[src/rtl/rwd_pkg.sv]
// ----------------------------------------------------------------------------
// rwd_pkg
// Shared types, constants and the microcode table for the receive-window
// duplicate filter and ack generator.
// ----------------------------------------------------------------------------
package rwd_pkg;

  localparam int unsigned WINDOW_DEPTH_DEF = 16;
  localparam int unsigned ID_W             = 16;
  localparam int unsigned ACK_SPAN         = 16;
  localparam int unsigned ACK_POS_W        = $clog2(ACK_SPAN);
  localparam int unsigned STEP_W           = 3;

  typedef logic [STEP_W-1:0] step_t;

  // Program addresses.
  localparam step_t STEP_IDLE   = 3'd0;
  localparam step_t STEP_FIND   = 3'd1;
  localparam step_t STEP_COMMIT = 3'd2;
  localparam step_t STEP_BITS   = 3'd3;
  localparam step_t STEP_EMIT   = 3'd4;
  localparam step_t STEP_RETURN = 3'd5;

  typedef enum logic [2:0] {
    COND_NEVER,
    COND_ALWAYS,
    COND_NO_INPUT,
    COND_SCAN_MORE,
    COND_OUT_BUSY
  } cond_e;

  typedef struct packed {
    logic  take_in;
    logic  scan_find;
    logic  commit;
    logic  scan_bits;
    logic  emit;
    cond_e cond;
    step_t target;
  } ctrl_word_t;

  typedef struct packed {
    logic in_valid;
    logic scan_more;
    logic out_busy;
  } seq_status_t;

  // The control program. Each step either falls through to the next
  // address or jumps to its target when its condition holds.
  function automatic ctrl_word_t ucode_rom(step_t addr);
    ctrl_word_t w;
    w = '{take_in: 1'b0, scan_find: 1'b0, commit: 1'b0, scan_bits: 1'b0,
          emit: 1'b0, cond: COND_ALWAYS, target: STEP_IDLE};
    unique case (addr)
      STEP_IDLE: begin
        w.take_in = 1'b1;
        w.cond    = COND_NO_INPUT;
        w.target  = STEP_IDLE;
      end
      STEP_FIND: begin
        w.scan_find = 1'b1;
        w.cond      = COND_SCAN_MORE;
        w.target    = STEP_FIND;
      end
      STEP_COMMIT: begin
        w.commit = 1'b1;
        w.cond   = COND_NEVER;
      end
      STEP_BITS: begin
        w.scan_bits = 1'b1;
        w.cond      = COND_SCAN_MORE;
        w.target    = STEP_BITS;
      end
      STEP_EMIT: begin
        w.emit   = 1'b1;
        w.cond   = COND_OUT_BUSY;
        w.target = STEP_EMIT;
      end
      STEP_RETURN: begin
        w.cond   = COND_ALWAYS;
        w.target = STEP_IDLE;
      end
      default: begin
        w.cond   = COND_ALWAYS;
        w.target = STEP_IDLE;
      end
    endcase
    return w;
  endfunction

endpackage

[src/rtl/receive_window_dedup_ack_bitfield.sv]
// ----------------------------------------------------------------------------
// receive_window_dedup_ack_bitfield
// Receive-side duplicate filter with ack and ack bitfield generation over a
// window of the most recently recorded sequence ids.
// ----------------------------------------------------------------------------
//
//   Channel   Direction  Handshake                 Payload
//   -------   ---------  ------------------------  -------------------------
//   input     in         in_valid_i / in_stall_o   seq_id_i
//   output    out        out_valid_o / out_stall_i is_repeat_o, ack_valid_o,
//                                                  ack_id_o, ack_bits_o
//
// One transaction in gives exactly one transaction out. An item is taken
// in the idle step, then passes the find sweep, the commit step, the bits
// sweep and the emit step before the result register is loaded. The window
// has a single read port and is swept twice: once for the repeat check and
// the maxima, once for the ack bitfield. No new input transaction is taken
// until the current item has left its emit step. Reset clears the
// sequencer, the fill count, the eviction pointer, the scan index and the
// output valid; no clearing pass is needed. A result waiting on a stalled
// output does not hold up the next input transaction until its emit step is
// reached.
//
module receive_window_dedup_ack_bitfield import rwd_pkg::*; #(
  parameter int unsigned WINDOW_DEPTH = WINDOW_DEPTH_DEF
) (
  input  logic            clk_i,
  input  logic            rst_ni,
  input  logic            in_valid_i,
  output logic            in_stall_o,
  input  logic [ID_W-1:0] seq_id_i,
  output logic            out_valid_o,
  input  logic            out_stall_i,
  output logic            is_repeat_o,
  output logic            ack_valid_o,
  output logic [ID_W-1:0] ack_id_o,
  output logic [ID_W-1:0] ack_bits_o
);

  // Fill count and scan index must hold WINDOW_DEPTH itself; slot pointers
  // only address the entries.
  localparam int unsigned CNT_W = $clog2(WINDOW_DEPTH + 1);
  localparam int unsigned IDX_W = (WINDOW_DEPTH > 1) ? $clog2(WINDOW_DEPTH) : 1;
  localparam logic [CNT_W-1:0] FULL_CNT  = CNT_W'(WINDOW_DEPTH);
  localparam logic [IDX_W-1:0] LAST_SLOT = IDX_W'(WINDOW_DEPTH - 1);

  ctrl_word_t  ctrl;
  seq_status_t status;

  // Window storage. Entries at and above the fill count are never read, so
  // the array needs no reset.
  logic [ID_W-1:0] window_q [WINDOW_DEPTH];

  logic [CNT_W-1:0] fill_q;
  logic [IDX_W-1:0] oldest_q;
  logic [CNT_W-1:0] idx_q;

  logic [ID_W-1:0] id_q;
  logic            hit_q;
  logic [ID_W-1:0] max_all_q;   // maximum over every held entry
  logic [ID_W-1:0] max_keep_q;  // maximum over entries that survive eviction
  logic [ID_W-1:0] ack_q;
  logic [ID_W-1:0] bits_q;
  logic            repeat_q;

  logic            out_valid_q;
  logic            is_repeat_q;
  logic            ack_valid_q;
  logic [ID_W-1:0] ack_id_q;
  logic [ID_W-1:0] ack_bits_q;

  logic             scan_more;
  logic [ID_W-1:0]  entry;
  logic             full;
  logic             evict_slot;
  logic             append;
  logic [ID_W-1:0]  ack_d;
  logic [ID_W-1:0]  id_gap;
  logic             gap_in_span;
  logic [ACK_POS_W-1:0] bit_pos;
  logic             out_busy;
  logic             in_fire;

  rwd_sequencer u_seq (
    .clk_i    (clk_i),
    .rst_ni   (rst_ni),
    .status_i (status),
    .ctrl_o   (ctrl)
  );

  assign scan_more = (idx_q < fill_q);
  assign entry     = window_q[idx_q[IDX_W-1:0]];
  assign full      = (fill_q == FULL_CNT);
  // When full, the entry at the oldest pointer is the one a new id replaces.
  assign evict_slot = full && (idx_q == CNT_W'(oldest_q));
  assign append     = (id_q != '0) && !hit_q;
  always_comb begin
    if (append) begin
      ack_d = (id_q > max_keep_q) ? id_q : max_keep_q;
    end else begin
      ack_d = max_all_q;
    end
  end

  // ack_q is the window maximum, so the distance never underflows. A
  // distance of d marks bit d-1 of the field.
  assign id_gap      = ack_q - entry;
  assign gap_in_span = (id_gap != '0) && (id_gap <= ID_W'(ACK_SPAN));
  assign bit_pos     = ACK_POS_W'(id_gap - ID_W'(1));

  assign out_busy = out_valid_q && out_stall_i;
  assign in_fire  = ctrl.take_in && in_valid_i;

  assign status.in_valid  = in_valid_i;
  assign status.scan_more = scan_more;
  assign status.out_busy  = out_busy;

  assign in_stall_o = !ctrl.take_in;

  // Datapath driven by the control word.
  always_ff @(posedge clk_i) begin
    if (in_fire) begin
      id_q       <= seq_id_i;
      hit_q      <= 1'b0;
      max_all_q  <= '0;
      max_keep_q <= '0;
    end
    if (ctrl.scan_find && scan_more) begin
      if ((entry == id_q) && (id_q != '0)) begin
        hit_q <= 1'b1;
      end
      if (entry > max_all_q) begin
        max_all_q <= entry;
      end
      if (!evict_slot && (entry > max_keep_q)) begin
        max_keep_q <= entry;
      end
    end
    if (ctrl.commit) begin
      ack_q    <= ack_d;
      bits_q   <= '0;
      repeat_q <= hit_q;
      if (append) begin
        if (full) begin
          window_q[oldest_q] <= id_q;
        end else begin
          window_q[fill_q[IDX_W-1:0]] <= id_q;
        end
      end
    end
    if (ctrl.scan_bits && scan_more && gap_in_span) begin
      bits_q[bit_pos] <= 1'b1;
    end
    if (ctrl.emit && !out_busy) begin
      is_repeat_q <= repeat_q;
      ack_valid_q <= (fill_q != '0);
      ack_id_q    <= ack_q;
      ack_bits_q  <= bits_q;
    end
  end

  // Control state: fill count, eviction pointer, scan index, output valid.
  always_ff @(posedge clk_i or negedge rst_ni) begin
    if (!rst_ni) begin
      fill_q      <= '0;
      oldest_q    <= '0;
      idx_q       <= '0;
      out_valid_q <= 1'b0;
    end else begin
      if (in_fire || ctrl.commit) begin
        idx_q <= '0;
      end else if ((ctrl.scan_find || ctrl.scan_bits) && scan_more) begin
        idx_q <= idx_q + CNT_W'(1);
      end
      if (ctrl.commit && append) begin
        if (full) begin
          oldest_q <= (oldest_q == LAST_SLOT) ? '0 : oldest_q + IDX_W'(1);
        end else begin
          fill_q <= fill_q + CNT_W'(1);
        end
      end
      if (ctrl.emit && !out_busy) begin
        out_valid_q <= 1'b1;
      end else if (!out_stall_i) begin
        out_valid_q <= 1'b0;
      end
    end
  end

  assign out_valid_o = out_valid_q;
  assign is_repeat_o = is_repeat_q;
  assign ack_valid_o = ack_valid_q;
  assign ack_id_o    = ack_id_q;
  assign ack_bits_o  = ack_bits_q;

  // The fill count never passes the window depth, and the eviction pointer
  // stays on a real slot.
  assert property (@(posedge clk_i) disable iff (!rst_ni)
    (fill_q <= FULL_CNT) && (oldest_q <= LAST_SLOT))
    else $error("window fill or eviction pointer out of range");

  // The eviction pointer only moves once the window is full.
  assert property (@(posedge clk_i) disable iff (!rst_ni)
    (oldest_q != '0) |-> full)
    else $error("eviction pointer moved before the window filled");

  // A repeat can only be reported against a non-empty window.
  assert property (@(posedge clk_i) disable iff (!rst_ni)
    (out_valid_o && is_repeat_o) |-> ack_valid_o)
    else $error("repeat reported with an empty window");

  // An empty window carries no ack bits.
  assert property (@(posedge clk_i) disable iff (!rst_ni)
    (out_valid_o && (ack_bits_o != '0)) |-> ack_valid_o)
    else $error("ack bits set with an empty window");

  // An accepted transaction keeps the input stalled while it is processed.
  assert property (@(posedge clk_i) disable iff (!rst_ni)
    (in_valid_i && !in_stall_o) |=> in_stall_o)
    else $error("input taken again before the current item finished");

endmodule

[src/rtl/rwd_sequencer.sv]
// ----------------------------------------------------------------------------
// rwd_sequencer
// Step counter and microcode table lookup with conditional jumps.
// ----------------------------------------------------------------------------
module rwd_sequencer import rwd_pkg::*; (
  input  logic        clk_i,
  input  logic        rst_ni,
  input  seq_status_t status_i,
  output ctrl_word_t  ctrl_o
);

  step_t      pc_q, pc_d;
  ctrl_word_t ctrl;
  logic       take;

  assign ctrl   = ucode_rom(pc_q);
  assign ctrl_o = ctrl;

  always_comb begin
    unique case (ctrl.cond)
      COND_NEVER:     take = 1'b0;
      COND_ALWAYS:    take = 1'b1;
      COND_NO_INPUT:  take = !status_i.in_valid;
      COND_SCAN_MORE: take = status_i.scan_more;
      COND_OUT_BUSY:  take = status_i.out_busy;
      default:        take = 1'b1;
    endcase
    pc_d = take ? ctrl.target : step_t'(pc_q + step_t'(1));
  end

  always_ff @(posedge clk_i or negedge rst_ni) begin
    if (!rst_ni) begin
      pc_q <= STEP_IDLE;
    end else begin
      pc_q <= pc_d;
    end
  end

endmodule

[config.mk]
export PLATFORM = sky130hd
export DESIGN_NAME = receive_window_dedup_ack_bitfield
export DESIGN_NICKNAME = d
export VERILOG_FILES = /design/src/rtl/rwd_pkg.sv /design/src/rtl/receive_window_dedup_ack_bitfield.sv /design/src/rtl/rwd_sequencer.sv
export SDC_FILE = /design/constraint.sdc
export NUM_CORES = 1
export LEC_CHECK = 0
export ABC_AREA = 1
export BUFFER_PORTS_ARGS = -buffer_cell sky130_fd_sc_hd__buf_4
export CAP_MARGIN = 20
export CORE_ASPECT_RATIO = 2
export CORE_MARGIN = 1.5
export CORE_UTILIZATION = 30
export CTS_CLUSTER_SIZE = 20
export DETAILED_ROUTE_END_ITERATION = 10
export PLACE_DENSITY = 0.47
export SETUP_SLACK_MARGIN = 0.2
export SKIP_CTS_REPAIR_TIMING = 1
export SLEW_MARGIN = 40
export SYNTH_ARGS = -nofsm -noshare
export SYNTH_HDL_FRONTEND = slang
export SYNTH_HIERARCHICAL = 1
export SYNTH_SLANG_ARGS = --single-unit
[constraint.sdc]
create_clock -name clk_i -period 9 [get_ports clk_i]
set_clock_uncertainty 0.05 [all_clocks]
set_input_delay 0.9 -clock clk_i [delete_from_list [all_inputs] [get_ports clk_i]]
set_output_delay 0.9 -clock clk_i [all_outputs]
set_load 0.01 [all_outputs]
==> results.md, run 1 <==
Synthesis:
- Averaged over all synthesized cells, the footprint is 9.670 sq um.
- Synthesis produced a netlist whose cell count is 1955.
- Yosys printed 6 warnings.
- The number of nets in the synthesized netlist is 2055.
- The netlist area before placement is 18900 sq um.

Layout:
- The library cells used most frequently in the layout, excluding fill and tap cells, are sky130_fd_sc_hd__nand2_1, sky130_fd_sc_hd__edfxtp_1, sky130_fd_sc_hd__inv_1.
- After routing the design area is 21490 sq um.
- After the last flow step, the layout net total stands at 2122.
- The final-layout fill cell count is 6283.
- Cells with a size suffix above 1 make up 11.31% of the layout.
- The area taken by multi-input logic gates is 6336 sq um.
- The share of the core filled with cells is 34.32%.
- From synthesis to final layout, the design area changed by 13.67%.
- The antenna cell count is 0.
- The register area is 11140 sq um.
- Leaving out fill and tap cells, the most frequent cell in the layout is sky130_fd_sc_hd__nand2_1.

Timing:
- Measured against its own limit, the worst slew margin works out to 48.22%.
- The part of the cycle the worst path needs is 55.96%.
- The final setup TNS is 0 ns.
- Setup repair after global routing left no endpoint under its margin.
- The measured slew at the worst slew-check pin is 0.7768 ns.
- The shortest clock period the worst path allows after layout is 5.036 ns.
- The worst setup slack after layout is 3.964 ns.
- Setup violations remaining at the end of the flow were counted as 0.
- The highest clock frequency the design can meet is 198.6 MHz.
- The final count of pins violating max slew is 0.
- The number of hold-slack violations in the final timing report is 0.

Worst setup path:
- The kind of start point of the critical path is a flop.
- Along the worst path, the maximum fanout reaches 93.
- The endpoint type of the worst setup path is a flop.
- The critical path data arrival time is 5.50 ns.
- The type of the setup path with the least slack is reg -> reg.
- The setup check on the worst reg-to-reg path leaves a slack of 3.96 ns.
- Data on the critical path is required at its endpoint by 9.47 ns.

Detailed routing:
- The first routing iteration left 726 violations.
- In the routed design, unresolved DRC markers number 0.
- The average vias per placed instance is 4.749.
- The routed wirelength normalized by instance count is 19.00 um.
- The wire length after detailed routing is 54030 um.
- For this run, the detailed router's first-pass iteration total came to 5.
- The count of nets left with antenna violations once routing finished came out at 0.
- The detailed router placed 13510 vias in this run.

Clock tree:
- The total clock buffers created by CTS is 38.
- The H-tree generated during clock tree synthesis spans 2 levels.
- TritonCTS built the clock tree.
- The clock net sink count is 390.
- The maximum number of buffers from clock root to sink is 3.
- The clock-pin slew reported for the worst setup and hold paths after clock tree synthesis is 0.07 ns.
- The source-to-sink clock delay at the later pin of the worst-skew pair is 0.57 ns.
- Clock tree synthesis selected as its root buffer the cell sky130_fd_sc_hd__clkbuf_16.

Die:
- The effective utilization at floorplan is 30.19%.
- The count of boundary I/O pins is 56.
- The chip height is 358.0 um.
- The count of standard-cell rows is 130.
- The floorplan step defined a core boundary enclosing 62620 sq um.
- From left edge to right edge, the die measures 180.5 um.
- The die outline area is 64620 sq um.

Pwr:
- Total power for the finished layout comes to 7.323 mW.
- VDD sags by at most 0.1562 mV.
- Power spread over the standard cell area amounts to 340.8 nW/um^2.
- Summed over all cells, the static leakage comes to 8.944 nW.

Global routing:
- The number of global-route vias before repair is 14050.
- The initial antenna violation count was 0.
- The first global-routing pass estimated 83070 um of wire.
- The maximum number of pins on one net before global-route repair is 94.
- The overall fraction of global-route tracks in use is 17.08%.
- After global routing the overflow that remains totals 0.

Placed design:
- The quantity of I/O buffers inserted on ports is 55.
- The half-perimeter wire length of the detailed placement result is 38310 um.
- In this run the cell area measured after placement is 20180 sq um.
- The worst-case setup slack after placement is 3.834 ns.
- The routability congestion estimate is 0.9021.

Run:
- The count of maximum capacitance violations is 0.

Min path:
- The worst hold-check path type is in -> async.

Status:
- The run finished with clean final reports.
[worst paths after layout]
check                           cells past startpoint                       to                  from
worst max-delay path                               20        bits_q[2]$_DFF_P_  idx_q[0]$_DFFE_PN0P_
worst min-delay path                                1  out_valid_o$_DFFE_PN0P_                rst_ni
worst max register to register                     20        bits_q[2]$_DFF_P_  idx_q[0]$_DFFE_PN0P_
worst min register to register                      0  ack_bits_o[0]$_DFFE_PP_     bits_q[0]$_DFF_P_
max in group asynchronous                           1     idx_q[0]$_DFFE_PN0P_                rst_ni
min in group clk_i                                  0  ack_bits_o[0]$_DFFE_PP_     bits_q[0]$_DFF_P_
[registers in the layout, summed over array words and instances, names as in the netlist]
signal       flops
idx_q            5
window_q       256
oldest_q         4
max_all_q       16
ack_bits_o      16
fill_q           5
hit_q            1
ack_id_o        16
out_valid_o      1
is_repeat_o      1
max_keep_q      16
ack_valid_o      1
bits_q          16
repeat_q         1
ack_q           16
u_seq/pc_q       3
id_q            16
[final cells by class]
type / instances / share of cell area, %
flip-flops and latches: 390 / 51.82
repair buffers: 94 / 3.371
clock buffers: 50 / 4.972
clock inverters: 20 / 1.071
well taps: 792 / 4.611
inverters: 263 / 4.670
multi-input cells: 1235 / 29.48
[layer usage]
metal	part of all wire, %	track usage, %	wire length [um]
met1	34	15.79	18520
met2	57	35.42	30840
met3	3.1	1.909	1669
met4	5.6	9.613	3008
met5	0	0	0
[report_power, final]
group / switching [mW] / internal [mW]
Clock: 0.734 / 0.961
Combinational: 2.29 / 1.01
Sequential: 0.139 / 2.19
[worst max-delay path, cell delays in order, from the launching register on]
cell and delay [ns]:
sky130_fd_sc_hd__dfrtp_4 0.71, sky130_fd_sc_hd__inv_4 0.46, sky130_fd_sc_hd__buf_6 0.60, sky130_fd_sc_hd__nor2_1 0.08, sky130_fd_sc_hd__o21ai_0 0.31, sky130_fd_sc_hd__nand2_1 0.13
sky130_fd_sc_hd__nand2_1 0.08, sky130_fd_sc_hd__inv_1 0.06, sky130_fd_sc_hd__nand2_2 0.11, sky130_fd_sc_hd__inv_1 0.08, sky130_fd_sc_hd__ha_1 0.37, sky130_fd_sc_hd__nand2_1 0.13
sky130_fd_sc_hd__nor2_1 0.32, sky130_fd_sc_hd__nand3_1 0.26, sky130_fd_sc_hd__nand4_1 0.16, sky130_fd_sc_hd__nand2_1 0.06, sky130_fd_sc_hd__nor2_1 0.09, sky130_fd_sc_hd__nand3_1 0.12
sky130_fd_sc_hd__nor2_4 0.42, sky130_fd_sc_hd__nand3_1 0.14, sky130_fd_sc_hd__nand2_1 0.08
[metrics by stage]
stage | hold slack (ns) | cells
3_5_place_dp | 0.3635 | 2774
2_1_floorplan | 0.3503 | 1955
3_3_place_gp | 0.3584 | 2772
4_1_cts | 0.1339 | 2844
6_report | 0.1464 | 2844
5_1_grt | 0.1609 | 2844
Power figures use the tool's default switching activity.
==> inputs of run 2 (changes only) <==
--- a/config.mk
+++ b/config.mk
@@ -13,7 +13,7 @@
 export CORE_UTILIZATION = 30
 export CTS_CLUSTER_SIZE = 20
 export DETAILED_ROUTE_END_ITERATION = 10
-export PLACE_DENSITY = 0.47
+export PLACE_DENSITY = 0.49
 export SETUP_SLACK_MARGIN = 0.2
 export SKIP_CTS_REPAIR_TIMING = 1
 export SLEW_MARGIN = 40
==> constraint.sdc (replaced) <==
create_clock -name clk_i -period 4.1 [get_ports clk_i]
set_clock_uncertainty 0.05 [all_clocks]
set_input_delay 0.41 -clock clk_i [delete_from_list [all_inputs] [get_ports clk_i]]
set_output_delay 0.41 -clock clk_i [all_outputs]
set_load 0.01 [all_outputs]
==> run 2 against run 1 <==
Effect of this change: cell count grew 2.4%; critical endpoint is now bits_q[0]$_DFF_P_; critical path depth grew 3; via count grew 1.4%; largest cell class unchanged; highest routed layer unchanged.
==> results.md, run 2 (synthesized netlist as in run 1, its figures left out) <==
Global routing:
- The number of global-route vias before repair is 13660 (-2.8%).
- The initial antenna violation count was 0 (unchanged).
- The maximum number of pins on one net before global-route repair is 64 (-32%).
- The global-route wire length before repair was 81940 um (-1.4%).
- The total global routing overflow is 0 (unchanged).
- The overall fraction of global-route tracks in use is 16.85% (-0.22 points).

Detailed routing:
- The number of detailed-route iterations in the first pass is 6 (+1).
- The number of nets with antenna violations after routing is 0 (unchanged).
- The wire length after detailed routing is 54820 um (+1.5%).
- The routed wirelength normalized by instance count is 18.83 um (-0.88%).
- The average vias per placed instance came to 4.706 (-0.89%).
- The DRC violations left was 0 (unchanged).
- The number of vias in the routed layout is 13700 (+1.4%).
- The initial DRC count is 685 (-5.6%).

Clock tree:
- TritonCTS built the clock tree.
- The clock-pin slew reported for the worst setup and hold paths after clock tree synthesis was 0.06 ns (about the same).
- The number of levels the H-tree was split into is 2 (unchanged).
- The cell at the root of the clock tree is sky130_fd_sc_hd__clkbuf_16.
- The maximum number of buffers from clock root to sink is 3 (unchanged).
- The clock net sink count is 390 (unchanged).
- The total clock buffers created by CTS is 38 (unchanged).
- The source-to-sink clock delay at the later pin of the worst-skew pair came to 0.57 ns (about the same).

Timing:
- The number of failing setup endpoints in the final timing report came to 0 (unchanged).
- The final count of pins violating max slew came to 0 (unchanged).
- The measured slew at the worst slew-check pin came to 0.5912 ns (-0.1856 ns).
- The shortest clock period the worst path allows after layout is 3.681 ns (-1.355 ns).
- The number of hold-slack violations in the final timing report is 0 (unchanged).
- The tightest slew margin relative to the limit is 60.54% (+12 points).
- The final setup TNS is 0 ns (unchanged).
- Setup repair after global routing could not meet its margin everywhere.
- The worst setup slack after layout is 0.4186 ns (-3.545 ns).
- The part of the cycle the worst path needs came to 89.79% (+34 points).
- The highest clock frequency the design can meet is 271.6 MHz (+37%).

Pwr:
- The internal power component is 9.560 mW (+130%).
- The fraction of power consumed by combinational cells came to 47.7% (+2.7 points).
- The total power came to 16.77 mW (+130%).
- The share of total power in the clock network was 22.4% (-0.7 points).
- The cell area power density is 753.1 nW/um^2 (+120%).
- The worst vdd rail ir drop is 0.2907 mV (+86%).
- The power share of the sequential group is 29.9% (-1.9 points).
- The proportion of total power due to net switching is 43.00% (-0.20 points).
- The net load switching power came to 7.211 mW (+130%).
- The leakage power was 9.333 nW (+4.3%).

Layout:
- The antenna cell count is 0 (unchanged).
- The library cells used most frequently in the layout, excluding fill and tap cells, are sky130_fd_sc_hd__nand2_1, sky130_fd_sc_hd__edfxtp_1, sky130_fd_sc_hd__inv_1.
- The area growth from synthesis to layout is 17.80%.
- The flip-flop count of the largest register after layout is 256 (unchanged).
- The final net count was 2189 (+3.2%).
- The final design area excluding fillers was 22270 sq um (+3.6%).
- The most common cell after layout, fill and taps aside is sky130_fd_sc_hd__nand2_1.
- The share of layout cells above drive strength 1 is 13.87% (+2.6 points).
- The register name with the most flops is window_q.

Placed design:
- The half-perimeter wire length of the detailed placement result is 39860 um (+4.1%).
- The quantity of I/O buffers inserted on ports is 55 (unchanged).
- The routability congestion estimate came to 0.8635 (-4.3%).
- The total cell area at the placement stage was 20630 sq um (+2.2%).
- The worst-case setup slack after placement came to 0.1628 ns (-3.671 ns).

Worst setup path:
- The largest individual stage delay along the critical path comes from the cell sky130_fd_sc_hd__dfrtp_4.
- STA classifies the critical path startpoint as a flop.
- Among the stages of the critical path, the cell type that occurs most often is sky130_fd_sc_hd__nand2_1.
- The critical path data arrival time is 4.12 ns (-1.38 ns).
- The largest stage delay on the critical path is 0.55 ns (-0.16 ns).
- The top fanout value on the critical path is 31 (-67%).
- The critical register-to-register path endpoint is bits_q[0]$_DFF_P_.
- The number of cells traversed by the worst register-to-register path is 23 (+15%).
- The worst-case register-to-register setup slack came to 0.42 ns (-3.55 ns).
- The type of the setup path with the least slack is reg -> reg.
- The endpoint type of the worst setup path is a flop.
- The signal on the critical path passes through buf_4, buf_4, clkbuf_16, nand2_1, nand3_1, nand2_1, nand2_1, nand2_1, inv_1, nand2_2, inv_1, ha_2, nand2_1, nor2_1, nand3_1, nand2_1, nand2_1, nand2_1, nand3_1, nor2_4, buf_12, nand3_1, nand2_1.
- The launching point of the worst reg2reg path is idx_q[0]$_DFFE_PN0P_.
- The data required time of the worst path was 4.54 ns (-4.93 ns).

Die:
- The count of standard-cell rows is 130 (unchanged).
- The chip height is 358.0 um (unchanged).
- The effective utilization at floorplan is 30.19% (unchanged).
- The width of the die is 180.5 um (unchanged).
- The count of boundary I/O pins is 56 (unchanged).
- The floorplan core area is 62620 sq um (unchanged).
- The die outline area is 64620 sq um (unchanged).

Min path:
- The number of cells traversed by the worst hold path is 3.
- The sink of the worst hold path is out_valid_o$_DFFE_PN0P_.
- The origin of the worst min-delay path is out_stall_i.
- The worst hold-check path type is in -> reg.

Run:
- The count of maximum capacitance violations is 0 (unchanged).

Status:
- The run finished with clean final reports.
run 2: how the worst max path moves through the flow:
stage                             from                         to
5_1_grt           idx_q[0]$_DFFE_PN0P_          bits_q[1]$_DFF_P_
3_5_place_dp      idx_q[1]$_DFFE_PN0P_          bits_q[0]$_DFF_P_
2_1_floorplan  u_seq/pc_q[0]$_DFF_PN0_  window_q[10][0]$_DFFE_PP_
4_1_cts           idx_q[1]$_DFFE_PN0P_          bits_q[0]$_DFF_P_
3_3_place_gp      idx_q[1]$_DFFE_PN0P_          bits_q[1]$_DFF_P_
6_report          idx_q[0]$_DFFE_PN0P_          bits_q[0]$_DFF_P_
run 2: worst max-delay path, delay by kind of cell, from the launching register on:
kind                       cells  cell delay, ns
buffers and inverters          6            0.83
and+or+nand+nor               16            1.77
adders and majority gates      1            0.41
DFF                            1            0.55
run 2: metrics by stage:
step                utilization [%]  hold slack [ns]  std cells
finish                        35.56          0.03601       2911
global route                  35.56          0.04828       2911
CTS                           35.05          -0.3317       2886
detailed placement            32.95           0.2671       2816
global placement              32.92           0.2641       2815
floorplan                         -          0.06441       1955
run 2: cell type report:
cell class              instances  area [sq um]
clock buffers                  45          1041
clock inverters                25         279.0
fillers                      6183         40350
inverters                     263          1008
multi-input cells            1235          6386
flip-flops and latches        390         11140
well taps                     792         991.0
repair buffers                161          1429
run 2: metal layers:
layer / vias up / part of all wire (%) / global-route usage, %
li1: 6753 / - / -
met1: 6563 / 35 / 16.38
met2: 276 / 58 / 34.76
met3: 108 / 2.7 / 1.706
met4: 0 / 4.6 / 8.134
met5: - / 0 / 0
run 2: power by group through the flow:
stage | clock network, mW | registers [mW] | logic (mW)
2_1_floorplan | 0 | 5.11 | 5.22
3_3_place_gp | 0 | 5.09 | 7.74
3_5_place_dp | 0 | 5.10 | 7.80
4_1_cts | 3.85 | 5.01 | 7.83
5_1_grt | 3.98 | 5.04 | 8.92
6_report | 3.76 | 5.01 | 8.01
